===== src/hdl/isp_param_vector_mapper_core_assert.svh =====
// Assertion macros used by the parameter vector mapper datapath.
`ifndef ISP_PARAM_VECTOR_MAPPER_CORE_ASSERT_SVH
`define ISP_PARAM_VECTOR_MAPPER_CORE_ASSERT_SVH

// Same-cycle implication, checked on every rising edge outside reset.
`define ASSERT_IMPL(label, clk, rst, ante, cons) \
  label: assert property (@(posedge clk) disable iff (rst) (ante) |-> (cons)) \
    else $error("implication check failed");

// Next-cycle implication, checked on every rising edge outside reset.
`define ASSERT_NEXT(label, clk, rst, ante, cons) \
  label: assert property (@(posedge clk) disable iff (rst) (ante) |=> (cons)) \
    else $error("next-cycle check failed");

`endif


===== src/hdl/ipvm_pkg.sv =====
// Package with types, constants and constant tables of the parameter vector mapper.
package ipvm_pkg;

  localparam int unsigned FRAC_BITS   = 15;
  localparam int unsigned ONE         = 1 << FRAC_BITS;
  localparam int unsigned GAMMA_NODES = 64;
  localparam int unsigned CTRL_DEPTH  = 30;
  localparam int unsigned GAMMA_U     = 29;
  localparam int unsigned TONE_BASE   = 1 + GAMMA_NODES;
  localparam int unsigned AFF_BASE    = TONE_BASE + 6;
  localparam int unsigned AFF_COUNT   = 25;
  localparam int unsigned LAST_INDEX  = AFF_BASE + AFF_COUNT;
  localparam int unsigned LOG2_FLOOR  = 1306235;
  localparam int unsigned NEGL_W      = 21;
  localparam int unsigned EXP_W       = 31;
  localparam int unsigned EXP_DEPTH   = 17;
  // Reciprocal of ten scaled by 2^24, rounded down.
  localparam int unsigned RECIP10     = 1677721;
  // Gamma exponent numerator offset: 9 * ONE plus the rounding half of ten.
  localparam int unsigned GAM_OFFSET  = 9 * ONE + 5;

  // Parameter classes by read index.
  localparam logic [1:0] CLS_ZERO  = 2'd0;
  localparam logic [1:0] CLS_GAMMA = 2'd1;
  localparam logic [1:0] CLS_TONE  = 2'd2;
  localparam logic [1:0] CLS_AFF   = 2'd3;

  // Operand sources of the shared divide-by-ten unit.
  localparam logic [1:0] DIV_GAM  = 2'd0;
  localparam logic [1:0] DIV_TONE = 2'd1;
  localparam logic [1:0] DIV_AFF  = 2'd2;

  typedef struct packed {
    logic       accept;
    logic [1:0] div_src;
    logic       div_start;
    logic       div_finish;
    logic       e_mul;
    logic       e_round;
    logic       i_mul0;
    logic       i_mul1;
    logic       g_fin;
    logic       tone_init;
    logic       tone_step;
    logic       emit;
  } dp_cmd_t;

  typedef struct packed {
    logic [1:0] cls;
    logic       tone_edge;
    logic       j_last;
    logic       out_busy;
  } dp_status_t;

  typedef struct packed {
    logic [4:0] src;
    logic [2:0] lo;
    logic [3:0] span;
  } aff_t;

  // Source entry, offset and span (in tenths) of each affine parameter.
  function automatic aff_t aff_entry(input logic [4:0] sel);
    aff_t e;
    e = '{src: 5'd0, lo: 3'd0, span: 4'd0};
    unique case (sel) inside
      [5'd0:5'd11]:
        e = '{src: 5'(sel + 5'd13), lo: 3'd2, span: 4'd7};
      [5'd12:5'd15]:
        e = '{src: 5'(sel + 5'd13), lo: 3'd2, span: 4'd6};
      5'd16: e = '{src: 5'd4,  lo: 3'd0, span: 4'd10};
      5'd17: e = '{src: 5'd5,  lo: 3'd0, span: 4'd9};
      5'd18: e = '{src: 5'd6,  lo: 3'd2, span: 4'd6};
      5'd19: e = '{src: 5'd7,  lo: 3'd1, span: 4'd5};
      5'd20: e = '{src: 5'd8,  lo: 3'd0, span: 4'd6};
      5'd21: e = '{src: 5'd9,  lo: 3'd2, span: 4'd6};
      5'd22: e = '{src: 5'd10, lo: 3'd4, span: 4'd5};
      5'd23: e = '{src: 5'd11, lo: 3'd0, span: 4'd5};
      5'd24: e = '{src: 5'd12, lo: 3'd2, span: 4'd6};
      default: e = '{src: 5'd0, lo: 3'd0, span: 4'd0};
    endcase
    return e;
  endfunction

  // Integer square root, bit by bit; used only to build constant tables.
  function automatic longint unsigned isqrt64(input longint unsigned x_in);
    longint unsigned x;
    longint unsigned r;
    longint unsigned b;
    x = x_in;
    r = 0;
    b = 64'h4000_0000_0000_0000;
    for (int n = 0; n < 32; n++) begin
      if (x >= r + b) begin
        x = x - (r + b);
        r = (r >> 1) + b;
      end else begin
        r = r >> 1;
      end
      b = b >> 2;
    end
    return r;
  endfunction

  // Base-two logarithm in Q16 by normalizing and 16 truncating squarings.
  function automatic longint unsigned log2_q16(input longint unsigned x);
    int unsigned     n;
    longint unsigned m;
    longint unsigned res;
    n = 0;
    if (x == 0) return 0;
    for (int k = 1; k < 64; k++) begin
      if ((x >> k) != 0) n = k;
    end
    m = (n <= 30) ? (x << (30 - n)) : (x >> (n - 30));
    res = longint'(n) << 16;
    for (int b = 15; b >= 0; b--) begin
      m = (m * m) >> 30;
      if (m >= 64'h8000_0000) begin
        res = res | (64'd1 << b);
        m = m >> 1;
      end
    end
    return res;
  endfunction

  // Negated log2 of the gamma node position in Q16.
  function automatic longint unsigned negl_q16(input int unsigned node);
    longint unsigned a;
    longint unsigned c;
    if (node == 0) return LOG2_FLOOR;
    a = log2_q16(GAMMA_NODES - 1);
    c = log2_q16(node);
    return (a > c) ? a - c : 0;
  endfunction

  // Table of 2^(-k/16) in Q30 from chained square roots.
  function automatic longint unsigned exp_q30(input int unsigned k);
    longint unsigned root [4];
    longint unsigned t;
    root[0] = isqrt64(64'd1 << 59);
    for (int b = 1; b < 4; b++) root[b] = isqrt64(root[b - 1] << 30);
    if (k == 16) return 64'd1 << 29;
    t = 64'd1 << 30;
    for (int b = 0; b < 4; b++) begin
      if (((k >> (3 - b)) & 1) != 0) t = (t * root[b]) >> 30;
    end
    return t;
  endfunction

endpackage


===== src/hdl/ipvm_ctrl.sv =====
// Controller state machine that sequences each read transaction through the datapath.
module ipvm_ctrl import ipvm_pkg::*; (
  input  logic       clk,
  input  logic       rst,
  input  logic       req_valid,
  input  logic       req_kind,
  output logic       req_stall,
  input  dp_status_t status,
  output dp_cmd_t    cmd
);

  localparam logic [3:0] ST_IDLE   = 4'd0;
  localparam logic [3:0] ST_DISP   = 4'd1;
  localparam logic [3:0] ST_G_DIV0 = 4'd2;
  localparam logic [3:0] ST_G_DIV1 = 4'd3;
  localparam logic [3:0] ST_G_MUL  = 4'd4;
  localparam logic [3:0] ST_G_RND  = 4'd5;
  localparam logic [3:0] ST_G_I0   = 4'd6;
  localparam logic [3:0] ST_G_I1   = 4'd7;
  localparam logic [3:0] ST_G_FIN  = 4'd8;
  localparam logic [3:0] ST_T_DIV0 = 4'd9;
  localparam logic [3:0] ST_T_DIV1 = 4'd10;
  localparam logic [3:0] ST_T_MAX  = 4'd11;
  localparam logic [3:0] ST_A_DIV0 = 4'd12;
  localparam logic [3:0] ST_A_DIV1 = 4'd13;
  localparam logic [3:0] ST_DONE   = 4'd14;

  logic [3:0] state;
  logic [3:0] state_next;
  logic       accept;

  // Inputs are taken only between read transactions.
  assign req_stall = (state != ST_IDLE);
  assign accept    = req_valid && !req_stall;

  // Next state and datapath commands.
  always_comb begin
    state_next        = state;
    cmd               = '0;
    cmd.div_src       = DIV_GAM;
    cmd.accept        = accept;
    unique case (state)
      ST_IDLE: begin
        if (accept && req_kind) state_next = ST_DISP;
      end
      ST_DISP: begin
        unique case (status.cls)
          CLS_GAMMA: state_next = ST_G_DIV0;
          CLS_AFF:   state_next = ST_A_DIV0;
          CLS_TONE: begin
            if (status.tone_edge) begin
              state_next = ST_DONE;
            end else begin
              cmd.tone_init = 1'b1;
              state_next    = ST_T_DIV0;
            end
          end
          default:   state_next = ST_DONE;
        endcase
      end
      ST_G_DIV0: begin
        cmd.div_src   = DIV_GAM;
        cmd.div_start = 1'b1;
        state_next    = ST_G_DIV1;
      end
      ST_G_DIV1: begin
        cmd.div_finish = 1'b1;
        state_next     = ST_G_MUL;
      end
      ST_G_MUL: begin
        cmd.e_mul  = 1'b1;
        state_next = ST_G_RND;
      end
      ST_G_RND: begin
        cmd.e_round = 1'b1;
        state_next  = ST_G_I0;
      end
      ST_G_I0: begin
        cmd.i_mul0 = 1'b1;
        state_next = ST_G_I1;
      end
      ST_G_I1: begin
        cmd.i_mul1 = 1'b1;
        state_next = ST_G_FIN;
      end
      ST_G_FIN: begin
        cmd.g_fin  = 1'b1;
        state_next = ST_DONE;
      end
      ST_T_DIV0: begin
        cmd.div_src   = DIV_TONE;
        cmd.div_start = 1'b1;
        state_next    = ST_T_DIV1;
      end
      ST_T_DIV1: begin
        cmd.div_finish = 1'b1;
        state_next     = ST_T_MAX;
      end
      ST_T_MAX: begin
        cmd.tone_step = 1'b1;
        state_next    = status.j_last ? ST_DONE : ST_T_DIV0;
      end
      ST_A_DIV0: begin
        cmd.div_src   = DIV_AFF;
        cmd.div_start = 1'b1;
        state_next    = ST_A_DIV1;
      end
      ST_A_DIV1: begin
        cmd.div_finish = 1'b1;
        state_next     = ST_DONE;
      end
      ST_DONE: begin
        if (!status.out_busy) begin
          cmd.emit   = 1'b1;
          state_next = ST_IDLE;
        end
      end
      default: state_next = ST_IDLE;
    endcase
  end

  // State register.
  always_ff @(posedge clk) begin
    if (rst) begin
      state <= ST_IDLE;
    end else begin
      state <= state_next;
    end
  end

endmodule


===== src/hdl/ipvm_datapath.sv =====
// Datapath: control store, divide-by-ten unit, gamma power unit, tone and output registers.
module ipvm_datapath import ipvm_pkg::*; (
  input  logic        clk,
  input  logic        rst,
  input  logic        req_kind,
  input  logic [6:0]  req_index,
  input  logic [15:0] req_value,
  input  dp_cmd_t     cmd,
  output dp_status_t  status,
  output logic        rsp_valid,
  input  logic        rsp_stall,
  output logic [6:0]  param_index,
  output logic [15:0] param_value
);

`include "isp_param_vector_mapper_core_assert.svh"

  logic [15:0]         store [CTRL_DEPTH];
  logic [6:0]          idx;
  logic [1:0]          cls;
  logic [2:0]          tone_k;
  logic [4:0]          aff_sel;
  logic [5:0]          node;
  aff_t                aff;
  logic [2:0]          j;
  logic [15:0]         tone_max;
  logic [NEGL_W-1:0]   negl_rom [GAMMA_NODES];
  logic [EXP_W-1:0]    exp_rom [EXP_DEPTH];
  logic [4:0]          rd_addr;
  logic [15:0]         u_rd;
  logic [15:0]         u_gam;
  logic [19:0]         div_x_next;
  logic [19:0]         div_x;
  logic [40:0]         div_p;
  logic [16:0]         q0;
  logic [19:0]         q0x10;
  logic [19:0]         rem;
  logic [16:0]         q;
  logic [19:0]         q_x10;
  logic [37:0]         e_prod;
  logic [21:0]         e16;
  logic [5:0]          p;
  logic [4:0]          fi;
  logic [11:0]         fr;
  logic [43:0]         acc;
  logic [43:0]         acc_sum;
  logic [30:0]         v;
  logic [32:0]         gsh;
  logic [15:0]         g_res;
  logic [19:0]         six_u;
  logic [3:0]          odd;
  logic [19:0]         tone_tmp;
  logic [19:0]         tone_n;
  logic [19:0]         aff_x;
  logic [15:0]         res_value;

  // Constant tables built at elaboration.
  for (genvar g = 0; g < GAMMA_NODES; g++) begin : g_negl
    localparam logic [NEGL_W-1:0] NEGL_VAL = NEGL_W'(negl_q16(g));
    assign negl_rom[g] = NEGL_VAL;
  end
  for (genvar g = 0; g < EXP_DEPTH; g++) begin : g_exp
    localparam logic [EXP_W-1:0] EXP_VAL = EXP_W'(exp_q30(g));
    assign exp_rom[g] = EXP_VAL;
  end

  // Decode of the captured read index.
  always_comb begin
    cls = CLS_ZERO;
    if (idx >= 7'd1 && idx <= 7'(GAMMA_NODES)) begin
      cls = CLS_GAMMA;
    end else if (idx >= 7'(TONE_BASE) && idx < 7'(AFF_BASE)) begin
      cls = CLS_TONE;
    end else if (idx >= 7'(AFF_BASE) && idx < 7'(LAST_INDEX)) begin
      cls = CLS_AFF;
    end
  end
  assign tone_k  = 3'(idx - 7'(TONE_BASE));
  assign aff_sel = 5'(idx - 7'(AFF_BASE));
  assign node    = 6'(idx - 7'd1);
  assign aff     = aff_entry(aff_sel);

  assign status.cls       = cls;
  assign status.tone_edge = (tone_k == 3'd0) || (tone_k == 3'd5);
  assign status.j_last    = (j == tone_k);
  assign status.out_busy  = rsp_valid && rsp_stall;

  // Control store: saturating writes, cleared at reset.
  always_ff @(posedge clk) begin
    if (rst) begin
      for (int e = 0; e < CTRL_DEPTH; e++) store[e] <= '0;
    end else if (cmd.accept && !req_kind && req_index < 7'(CTRL_DEPTH)) begin
      store[req_index[4:0]] <= (req_value > 16'(ONE)) ? 16'(ONE) : req_value;
    end
  end

  always_ff @(posedge clk) begin
    if (cmd.accept) idx <= req_index;
  end

  // Read port shared by the tone entry and the affine source; the gamma input is read separately.
  assign rd_addr = (cmd.div_src == DIV_TONE) ? 5'(j - 3'd1) : aff.src;
  assign u_rd    = store[rd_addr];
  assign u_gam   = store[GAMMA_U];

  // Tone point numerator, clamped to [0, 10 * ONE].
  always_comb begin
    six_u    = (20'(u_rd) << 2) + (20'(u_rd) << 1);
    odd      = 4'({j, 1'b0}) - 4'd1;
    tone_tmp = six_u + (20'(odd) << FRAC_BITS);
    if (tone_tmp < 20'(2 * ONE)) begin
      tone_n = '0;
    end else if (tone_tmp - 20'(2 * ONE) > 20'(10 * ONE)) begin
      tone_n = 20'(10 * ONE);
    end else begin
      tone_n = tone_tmp - 20'(2 * ONE);
    end
  end

  assign aff_x = (20'(aff.lo) << FRAC_BITS) + 20'(u_rd) * 20'(aff.span) + 20'd5;

  // Dividend select for the divide-by-ten unit.
  always_comb begin
    case (cmd.div_src)
      DIV_GAM:  div_x_next = 20'(GAM_OFFSET) + 20'(u_gam) * 20'd22;
      DIV_TONE: div_x_next = tone_n + 20'd5;
      DIV_AFF:  div_x_next = aff_x;
      default:  div_x_next = '0;
    endcase
  end

  // Divide by ten: reciprocal product, then one correction step.
  assign q0    = div_p[40:24];
  assign q0x10 = 20'(q0) * 20'd10;
  assign rem   = div_x - q0x10;
  assign q_x10 = 20'(q) * 20'd10;

  always_ff @(posedge clk) begin
    if (cmd.div_start) begin
      div_x <= div_x_next;
      div_p <= 41'(div_x_next) * 41'(RECIP10);
    end
    if (cmd.div_finish) q <= (rem >= 20'd10) ? 17'(q0 + 17'd1) : q0;
  end

  // Gamma power: exponent product, rounding, table interpolation, final scale.
  assign p       = e16[21:16];
  assign fi      = {1'b0, e16[15:12]};
  assign fr      = e16[11:0];
  assign acc_sum = acc + 44'(exp_rom[5'(fi + 5'd1)]) * 44'(fr);

  always_comb begin
    gsh = 33'(v) + (33'd1 << (6'd14 + p));
  end

  always_ff @(posedge clk) begin
    if (cmd.e_mul)   e_prod <= 38'(q) * 38'(negl_rom[node]);
    if (cmd.e_round) e16 <= 22'((e_prod + 38'd32768) >> 16);
    if (cmd.i_mul0)  acc <= 44'(exp_rom[fi]) * 44'(13'd4096 - 13'(fr));
    if (cmd.i_mul1)  v <= 31'(acc_sum >> 12);
    if (cmd.g_fin)   g_res <= (p > 6'd16) ? 16'd0 : 16'(gsh >> (6'd15 + p));
  end

  // Tone loop: running maximum over the inner points.
  always_ff @(posedge clk) begin
    if (rst) begin
      j        <= '0;
      tone_max <= '0;
    end else if (cmd.tone_init) begin
      j        <= 3'd1;
      tone_max <= '0;
    end else if (cmd.tone_step) begin
      j <= 3'(j + 3'd1);
      if (q > 17'(tone_max)) tone_max <= q[15:0];
    end
  end

  // Result select by class.
  always_comb begin
    case (cls)
      CLS_GAMMA: res_value = g_res;
      CLS_AFF:   res_value = q[15:0];
      CLS_TONE: begin
        if (tone_k == 3'd0)      res_value = '0;
        else if (tone_k == 3'd5) res_value = 16'(ONE);
        else                     res_value = tone_max;
      end
      default:   res_value = '0;
    endcase
  end

  // Output register.
  always_ff @(posedge clk) begin
    if (rst) begin
      rsp_valid <= 1'b0;
    end else if (cmd.emit) begin
      rsp_valid <= 1'b1;
    end else if (!rsp_stall) begin
      rsp_valid <= 1'b0;
    end
  end

  always_ff @(posedge clk) begin
    if (cmd.emit) begin
      param_index <= idx;
      param_value <= res_value;
    end
  end

  `ASSERT_IMPL(a_emit_free, clk, rst, cmd.emit, !(rsp_valid && rsp_stall))
  `ASSERT_NEXT(a_div_exact, clk, rst, cmd.div_finish, (q_x10 <= div_x) && (div_x - q_x10 < 20'd10))
  `ASSERT_IMPL(a_tone_range, clk, rst, 1'b1, tone_max <= 16'(ONE))

endmodule


===== src/hdl/isp_param_vector_mapper_core.sv =====
// Reads: zero parameters and the tone end points go from dispatch straight to the output;
// affine maps pass once through the divider; inner tone point k makes k divider passes.
// The gamma path runs through a shared divide-by-ten unit and a two-step interpolator.
// A write transaction returns no result.
// One transaction is in work at a time; a finished result may wait while the next is taken.
// Reset clears the control store to zero, returns the controller to idle, drops any result.
module isp_param_vector_mapper_core import ipvm_pkg::*; (
  input  logic        clk,
  input  logic        rst,
  input  logic        req_valid,
  output logic        req_stall,
  input  logic        kind,
  input  logic [6:0]  index,
  input  logic [15:0] value,
  output logic        rsp_valid,
  input  logic        rsp_stall,
  output logic [6:0]  param_index,
  output logic [15:0] param_value
);

  dp_cmd_t    cmd;
  dp_status_t status;

  ipvm_ctrl u_ctrl (
    .clk       (clk),
    .rst       (rst),
    .req_valid (req_valid),
    .req_kind  (kind),
    .req_stall (req_stall),
    .status    (status),
    .cmd       (cmd)
  );

  ipvm_datapath u_datapath (
    .clk         (clk),
    .rst         (rst),
    .req_kind    (kind),
    .req_index   (index),
    .req_value   (value),
    .cmd         (cmd),
    .status      (status),
    .rsp_valid   (rsp_valid),
    .rsp_stall   (rsp_stall),
    .param_index (param_index),
    .param_value (param_value)
  );

endmodule

===== config.mk =====
export PLATFORM = sky130hd
export DESIGN_NAME = isp_param_vector_mapper_core
export DESIGN_NICKNAME = d
export VERILOG_FILES = /design/src/hdl/ipvm_pkg.sv /design/src/hdl/ipvm_ctrl.sv /design/src/hdl/ipvm_datapath.sv /design/src/hdl/isp_param_vector_mapper_core.sv
export VERILOG_INCLUDE_DIRS = /design/src /design/src/hdl
export SDC_FILE = /design/constraint.sdc
export NUM_CORES = 2
export LEC_CHECK = 0
export BUFFER_PORTS_ARGS = -buffer_cell sky130_fd_sc_hd__buf_2
export CAP_MARGIN = 20
export CORE_MARGIN = 2
export CORE_UTILIZATION = 35
export CTS_CLUSTER_DIAMETER = 50
export CTS_CLUSTER_SIZE = 24
export DETAILED_ROUTE_END_ITERATION = 12
export GPL_ROUTABILITY_DRIVEN = 0
export MAX_ROUTING_LAYER = met4
export PLACE_DENSITY_LB_ADDON = 0.2
export SYNTH_ARGS = -nofsm -noshare
export SYNTH_HDL_FRONTEND = slang
export SYNTH_SLANG_ARGS = --single-unit

===== constraint.sdc =====
create_clock -name clk -period 19 [get_ports clk]
set_input_delay 3.8 -clock clk [delete_from_list [all_inputs] [get_ports clk]]
set_output_delay 3.8 -clock clk [all_outputs]
set_load 0.02 [all_outputs]

Word-level counts from Yosys, hierarchy flattened
Memories as Yosys holds them, arrays and structs flattened.
Cells that the tools add are included.
Cells by class
  reduce and logical (&&, ||, !) cells: 24
  order comparisons: 20
  add/subtract/negate cells: 23
  shift-type cells: 2
  mux-type cells: 50
  equal/unequal tests: 33
  bitwise gates (word level): 3
  $mul: 7
Operator list (number)
  case mux 12 bit (11 select lines): 1
  2-to-1 mux 31 bit: 4
  2-to-1 mux 16 bit: 4
  case mux 20 bit (3 select lines): 1
  case mux 4 bit (14 select lines): 1
  case mux 16 bit (3 select lines): 1
  equality test 5 bit (second input constant): 9
  multiplier 31 x 44 -> 43 bit: 1
  adder 43 bit: 1
  multiplier 31 x 12 -> 43 bit: 1
  2-to-1 mux 21 bit: 2
  multiplier 20 x 21 -> 41 bit (second input constant): 1
  adder 20 x 3 -> 20 bit (second input constant): 2
  2-to-1 mux 20 bit: 2
  adder 38 x 16 -> 38 bit (second input constant): 1
  multiplier 17 x 21 -> 38 bit: 1
  adder 31 x 33 -> 33 bit: 1
  left shift 1 x 6 -> 33 bit (first input constant): 1
  >> shifter 33 x 6 -> 16 bit: 1
  equality test 4 bit (second input constant): 7
  2-to-1 mux 1 bit: 22
  greater-or-equal comparator 7 bit (second input constant): 3
  adder 18 x 20 -> 20 bit: 1
  adder 19 x 20 -> 20 bit (first input constant): 1
  63 further kinds: 92
Word-level totals
  logic and storage cells: 182
  bits in registers: 282
  bits in read-only memories: 3328
  memory bits (writable): 480
  memories kept: 4
Memories
  (name not given): words 64, width 21, rd ports 1, clocked after memory_dff 0, write ports 0, line ipvm_datapath.sv:157  | if (cmd.e_mul) e_prod <= 38'(q) * 38'(negl_rom[node]);
  (name not given): words 32, width 31, rd ports 1, clocked after memory_dff 0, write ports 0, line ipvm_datapath.sv:150  | assign acc_sum = acc + 44'(exp_rom[5'(fi + 5'd1)]) * 44'(fr);
  (name not given): words 32, width 31, rd ports 1, clocked after memory_dff 0, write ports 0, line ipvm_datapath.sv:159  | if (cmd.i_mul0) acc <= 44'(exp_rom[fi]) * 44'(13'd4096 - 13'(fr));
  u_datapath.store: words 30, width 16, rd ports 2, clocked after memory_dff 0, write ports 30, line ipvm_datapath.sv:18  | logic [15:0] store [CTRL_DEPTH];

Longest topological paths before layout
An unclocked memory read counts as a cell.
  depth after elaboration: 15
  depth in mapped cells: 74
  depth with buffers taken out: 70

Modules after synthesis
From an unflattened synthesis, not the netlist that was laid out.
Unflattened totals
  cells, all modules: 9418
  area, all modules: 86396.6 um^2
Modules (own cells, without submodules)
  ipvm_datapath: area each 85967.4 um^2, cells an instance 9354, instances 1
  ipvm_ctrl: area each 429.2 um^2, cells an instance 64, instances 1

Least setup slack after synthesis
Ideal clock, no wire load.
  path kind: reg-to-reg
  start: reg u_datapath.idx[0]
  end: reg u_datapath.div_p[35], data pin
  cell stages (with the launch flop): 73
  path slack: 3.195 ns
  required time: 18.731 ns
  arrival: 15.537 ns
  library setup time: 0.269 ns
  path through: edfxtp_1 > buf_4 > inv_1 > ha_1 > nand2b_1 > nor3_1 > o31ai_1 > and3_1 > clkbuf_1 > or2_1 > clkbuf_1 > clkbuf_1 > nand3_1 > a311oi_1 > nor3_1 > a21oi_1 > inv_1 > ha_1 > [... 37 more ...] > fa_1 > inv_1 > fa_1 > inv_1 > fa_1 > inv_1 > ha_1 > a21oi_1 > o221ai_1 > a21oi_1 > nor2_1 > nor2_1 > nand3_1 > or3_1 > a21o_2 > a311oi_1 > o31ai_1 > xor2_1
On the way
  word-level cells in the longest chain between the ends: 15
Ends and longest elaborated chain
  start: declaration: line ipvm_datapath.sv:19  | logic [6:0] idx;
  start signal: assignment: line ipvm_datapath.sv:98  | if (cmd.accept) idx <= req_index;
  subtractor 5 x 3 -> 5 bit (*): line ipvm_datapath.sv:79  | assign aff_sel = 5'(idx - 7'(AFF_BASE));
  greater-or-equal comparator 5 x 4 -> 1 bit (not written as such), or another cell as far along: line ipvm_datapath.sv:81  | assign aff = aff_entry(aff_sel);
  logical AND 1 bit (not written as such): line ipvm_datapath.sv:81
  case mux 12 bit (11 select lines) (*): line ipvm_pkg.sv:65  | unique case (sel) inside
  2-to-1 mux 5 bit: line ipvm_datapath.sv:102  | assign rd_addr = (cmd.div_src == DIV_TONE) ? 5'(j - 3'd1) : aff.src;
  memory (30 x 16 bit)
  adder 18 x 17 -> 19 bit: line ipvm_datapath.sv:108  | six_u = (20'(u_rd) << 2) + (20'(u_rd) << 1);
  adder 20 x 19 -> 20 bit: line ipvm_datapath.sv:110  | tone_tmp = six_u + (20'(odd) << FRAC_BITS);
  subtractor 20 x 17 -> 20 bit: line ipvm_datapath.sv:113, ipvm_datapath.sv:116
  > comparator 20 x 19 -> 1 bit: line ipvm_datapath.sv:113  | end else if (tone_tmp - 20'(2 * ONE) > 20'(10 * ONE)) begin
  2-to-1 mux 20 bit: line ipvm_datapath.sv:113
  2-to-1 mux 20 bit: line ipvm_datapath.sv:111  | if (tone_tmp < 20'(2 * ONE)) begin
  adder 20 x 3 -> 20 bit: line ipvm_datapath.sv:126  | DIV_TONE: div_x_next = tone_n + 20'd5;
  case mux 20 bit (3 select lines) (*): line ipvm_datapath.sv:124  | case (cmd.div_src)
  via u_datapath.div_x_next[16]: line ipvm_datapath.sv:32  | logic [19:0] div_x_next;
  multiplier 20 x 21 -> 41 bit (*): line ipvm_datapath.sv:141  | div_p <= 41'(div_x_next) * 41'(RECIP10);
  end signal: assignment: line ipvm_datapath.sv:141
  end: declaration: line ipvm_datapath.sv:34  | logic [40:0] div_p;
Mark *: on every way through the listed nets, which the timed path passes. The rest lies on a longest branch.
A chain may end at the register's enable or synchronous reset.

Final worst setup path
  start: reg u_datapath.idx[1]
  end: reg u_datapath.div_p[32], data pin
The elaborated chain is that of the path after synthesis.

==> impl_metrics.env <==
export IMPL_cts_hold_buf=0
export IMPL_grt_pass1_vias=70304
export IMPL_setup_violations=0
export IMPL_r2r_end="u_datapath.div_p[32]$_DFFE_PP_"
export IMPL_drt_pass1_iter_count=6
export IMPL_post_cts_buffers=0
export IMPL_fin_skew_ns=0.0916
export IMPL_synthCells=9815
export IMPL_die_h_um=509
export IMPL_syn_area_um2=89300
export IMPL_synth_seq_area_share=0.251
export IMPL_maxCapViolations=0
export IMPL_h_tree_depth=3
export IMPL_ys_seq_elements=754
export IMPL_fillers=25436
export IMPL_timing_rr_start="u_datapath.idx[1]$_DFFE_PP_"
export IMPL_endpoint_kind="flop"
export IMPL_avgSynthCellArea_um2=9.09
export IMPL_cts_resized=0
export IMPL_ant_nets=0
export IMPL_drive_gt1_frac=0.0660
export IMPL_clockRootBuffer="clkbuf_16"
export IMPL_slowest_stage="fa_1"
export IMPL_dpl_cell_area_um2=94000
export IMPL_dp_hpwl_um=206000
export IMPL_cts_sinks=754
export IMPL_numCtsBuffers=95
export IMPL_clk_path_buf_depth=3
export IMPL_die_area_um2=259000
export IMPL_rows=185
export IMPL_antenna_found_initial=9
export IMPL_start_util=0.352
export IMPL_critical_path_max_stage_delay_ns=0.60
export IMPL_cp_data_arrival_time_ns=18.30
export IMPL_fin_crit_ns=17.82
export IMPL_maxSlewViolCount=0
export IMPL_hold_viol=0
export IMPL_ys_warn_count=0
export IMPL_critical_path_class="flop to flop"
export IMPL_io_buffers=52
export IMPL_grt_pass1_wl_um=422000
export IMPL_io_pins=53
export IMPL_synth_ff_type="edfxtp_1"
export IMPL_grt_overflow=0
export IMPL_seq_area_um2=22400
export IMPL_startpoint="u_datapath.idx[1]$_DFFE_PP_"
export IMPL_synth_async_reset_ratio=0
export IMPL_coreArea_um2=254000
export IMPL_clk_latency_ns=0.78
export IMPL_run_status="complete, no violations"
export IMPL_area_delta_synth_final_pct=9.37
export IMPL_wl_um=274000
export IMPL_fin_setup_tns_ns=0
export IMPL_fmax_mhz=56.1
export IMPL_timing_critical_path_to="u_datapath.div_p[32]$_DFFE_PP_"
export IMPL_synth_edf_count=730
export IMPL_fin_crit_sh=0.938
export IMPL_cts_tree="done"
export IMPL_rsz0062_at_grt="no"
export IMPL_cp_max_fo=69
export IMPL_rr_worst_depth=72
export IMPL_rrSetupSlack_ns=1.18
export IMPL_slew_headroom=0.218
export IMPL_cp_common_cell="inv_1"
export IMPL_grt_usage=0.215
export IMPL_vias=69999
export IMPL_worstSetupStartpointType="flop"
export IMPL_multi_input_area_um2=60200
export IMPL_drc=0
export IMPL_ys_types=99
export IMPL_viasPerCell=5.33
export IMPL_grt_start_max_net_pins=112
export IMPL_final_cell_area_um2=97600
export IMPL_tightestPinTransition_ns=1.17
export IMPL_avgRoutedWirePerCell_um=20.8
export IMPL_layout_nets=11584
export IMPL_cts_clk_slew_worst_paths_ns=0.06
export IMPL_min_delay_path_class="flop to flop"
export IMPL_die_x_um=509
export IMPL_required_ns=19.48
export IMPL_drt_iter0_drc=5780
[worst max-delay path: cells and delay by family (launching register included)]
kind            cells  cell delay, ns
xor+xnor            4            1.04
simple gates       17            2.96
flops               1            0.32
buf+inv            15            2.45
fa+ha+maj          13            5.42
compound gates     22            5.20
mux                 1            0.14
[routing by layer]
| layer | vias up | part of all wire | GRT usage |
|---|---|---|---|
| met5 | - | 0 | - |
| met4 | 0 | 0.032 | 0.0603 |
| met3 | 426 | 0.060 | 0.0258 |
| met2 | 2356 | 0.48 | 0.348 |
| met1 | 35268 | 0.43 | 0.283 |
| li1 | 31949 | - | - |
[worst min-delay path by stage]
stage,startpoint,to,slack [ns],cells after the start
CTS,u_datapath.tone_max[3]$_SDFFE_PP0P_,u_datapath.tone_max[3]$_SDFFE_PP0P_,0.51,2
global route,u_datapath.tone_max[6]$_SDFFE_PP0P_,u_datapath.tone_max[6]$_SDFFE_PP0P_,0.54,2
global placement,u_datapath.tone_max[3]$_SDFFE_PP0P_,u_datapath.tone_max[3]$_SDFFE_PP0P_,0.49,2
finish,u_datapath.tone_max[3]$_SDFFE_PP0P_,u_datapath.tone_max[3]$_SDFFE_PP0P_,0.51,2
floorplan,u_datapath.idx[4]$_DFFE_PP_,u_datapath.param_index[4]$_DFFE_PP_,0.42,0
detailed placement,u_datapath.tone_max[3]$_SDFFE_PP0P_,u_datapath.tone_max[3]$_SDFFE_PP0P_,0.50,2
[area by class of cell]
type / count / area share
Antenna cell: 2 / 0.0000513
Sequential cell: 754 / 0.229
Timing Repair Buffer: 283 / 0.0212
Tap cell: 3366 / 0.0431
Clock inverter: 84 / 0.0117
Multi-Input combinational cell: 7159 / 0.616
Inverter: 1397 / 0.0537
Clock buffer: 96 / 0.0244
[synth_stat cells, types with 187 or more instances]
cell type / number / area, µm²
a21oi_1: 339 / 1700
and2_1: 276 / 1730
clkbuf_1: 490 / 1840
edfxtp_1: 730 / 21900
fa_1: 1059 / 21200
ha_1: 807 / 10100
inv_1: 1392 / 5230
nand2_1: 1593 / 5980
nand3_1: 213 / 1070
nor2_1: 902 / 3390
o21ai_0: 208 / 1040
xnor2_1: 187 / 1640
[registers in the layout, summed over array words and instances (netlist names), 16 cells and up]
register                flops
u_datapath.acc             43
u_datapath.div_p           19
u_datapath.div_x           17
u_datapath.e16             22
u_datapath.e_prod          23
u_datapath.g_res           16
u_datapath.param_value     16
u_datapath.q               17
u_datapath.store          512
u_datapath.tone_max        16
u_datapath.v               31
[cells by family (layout without fill, tap and decap cells)]
group,Yosys count,after routing,share of synthesized area
flops,754,754,0.251
xor+xnor,300,300,0.0296
compound gates,1298,1301,0.0984
mux,59,59,0.00913
buf+inv,1937,1860,0.0822
simple gates,3600,3601,0.179
fa+ha+maj,1866,1866,0.351
other cells,1,34,0.0000420
[stage by stage]
| stage | worst slack (ns) | hold WS (ns) | cells | util |
|---|---|---|---|---|
| after floorplan | 3.19 | 0.421 | 9846 | - |
| after global placement | 1.22 | 0.493 | 12949 | 0.370 |
| after detailed placement | 1.02 | 0.505 | 12951 | 0.370 |
| after CTS | 0.921 | 0.514 | 13131 | 0.384 |
| after global routing | 0.0291 | 0.540 | 13141 | 0.384 |
| final | 1.18 | 0.513 | 13141 | 0.384 |
[cell usage in the layout, fill, tap and decap left out, types with 34 or more instances in the layout]
cell / n
a21oi_1: 333
o211ai_1: 67
buf_4: 222
or3_1: 34
nand3_1: 213
nor2b_1: 45
nand2b_1: 92
xor2_1: 104
nor3_1: 124
inv_1: 1392
nor2_1: 898
or2_2: 71
a31oi_1: 59
buf_2: 52
nand2_1: 1593
o21a_1: 46
a211oi_1: 51
nand4_1: 37
o21ai_0: 205
clkbuf_16: 95
and2_1: 276
ha_1: 806
fa_1: 1059
a311oi_1: 122
xnor2_1: 177
a21o_1: 101
and3_1: 112
edfxtp_1: 730
Power is not shown: default switching activity piles up to over one toggle a cycle in this logic, so the estimate is an artifact.
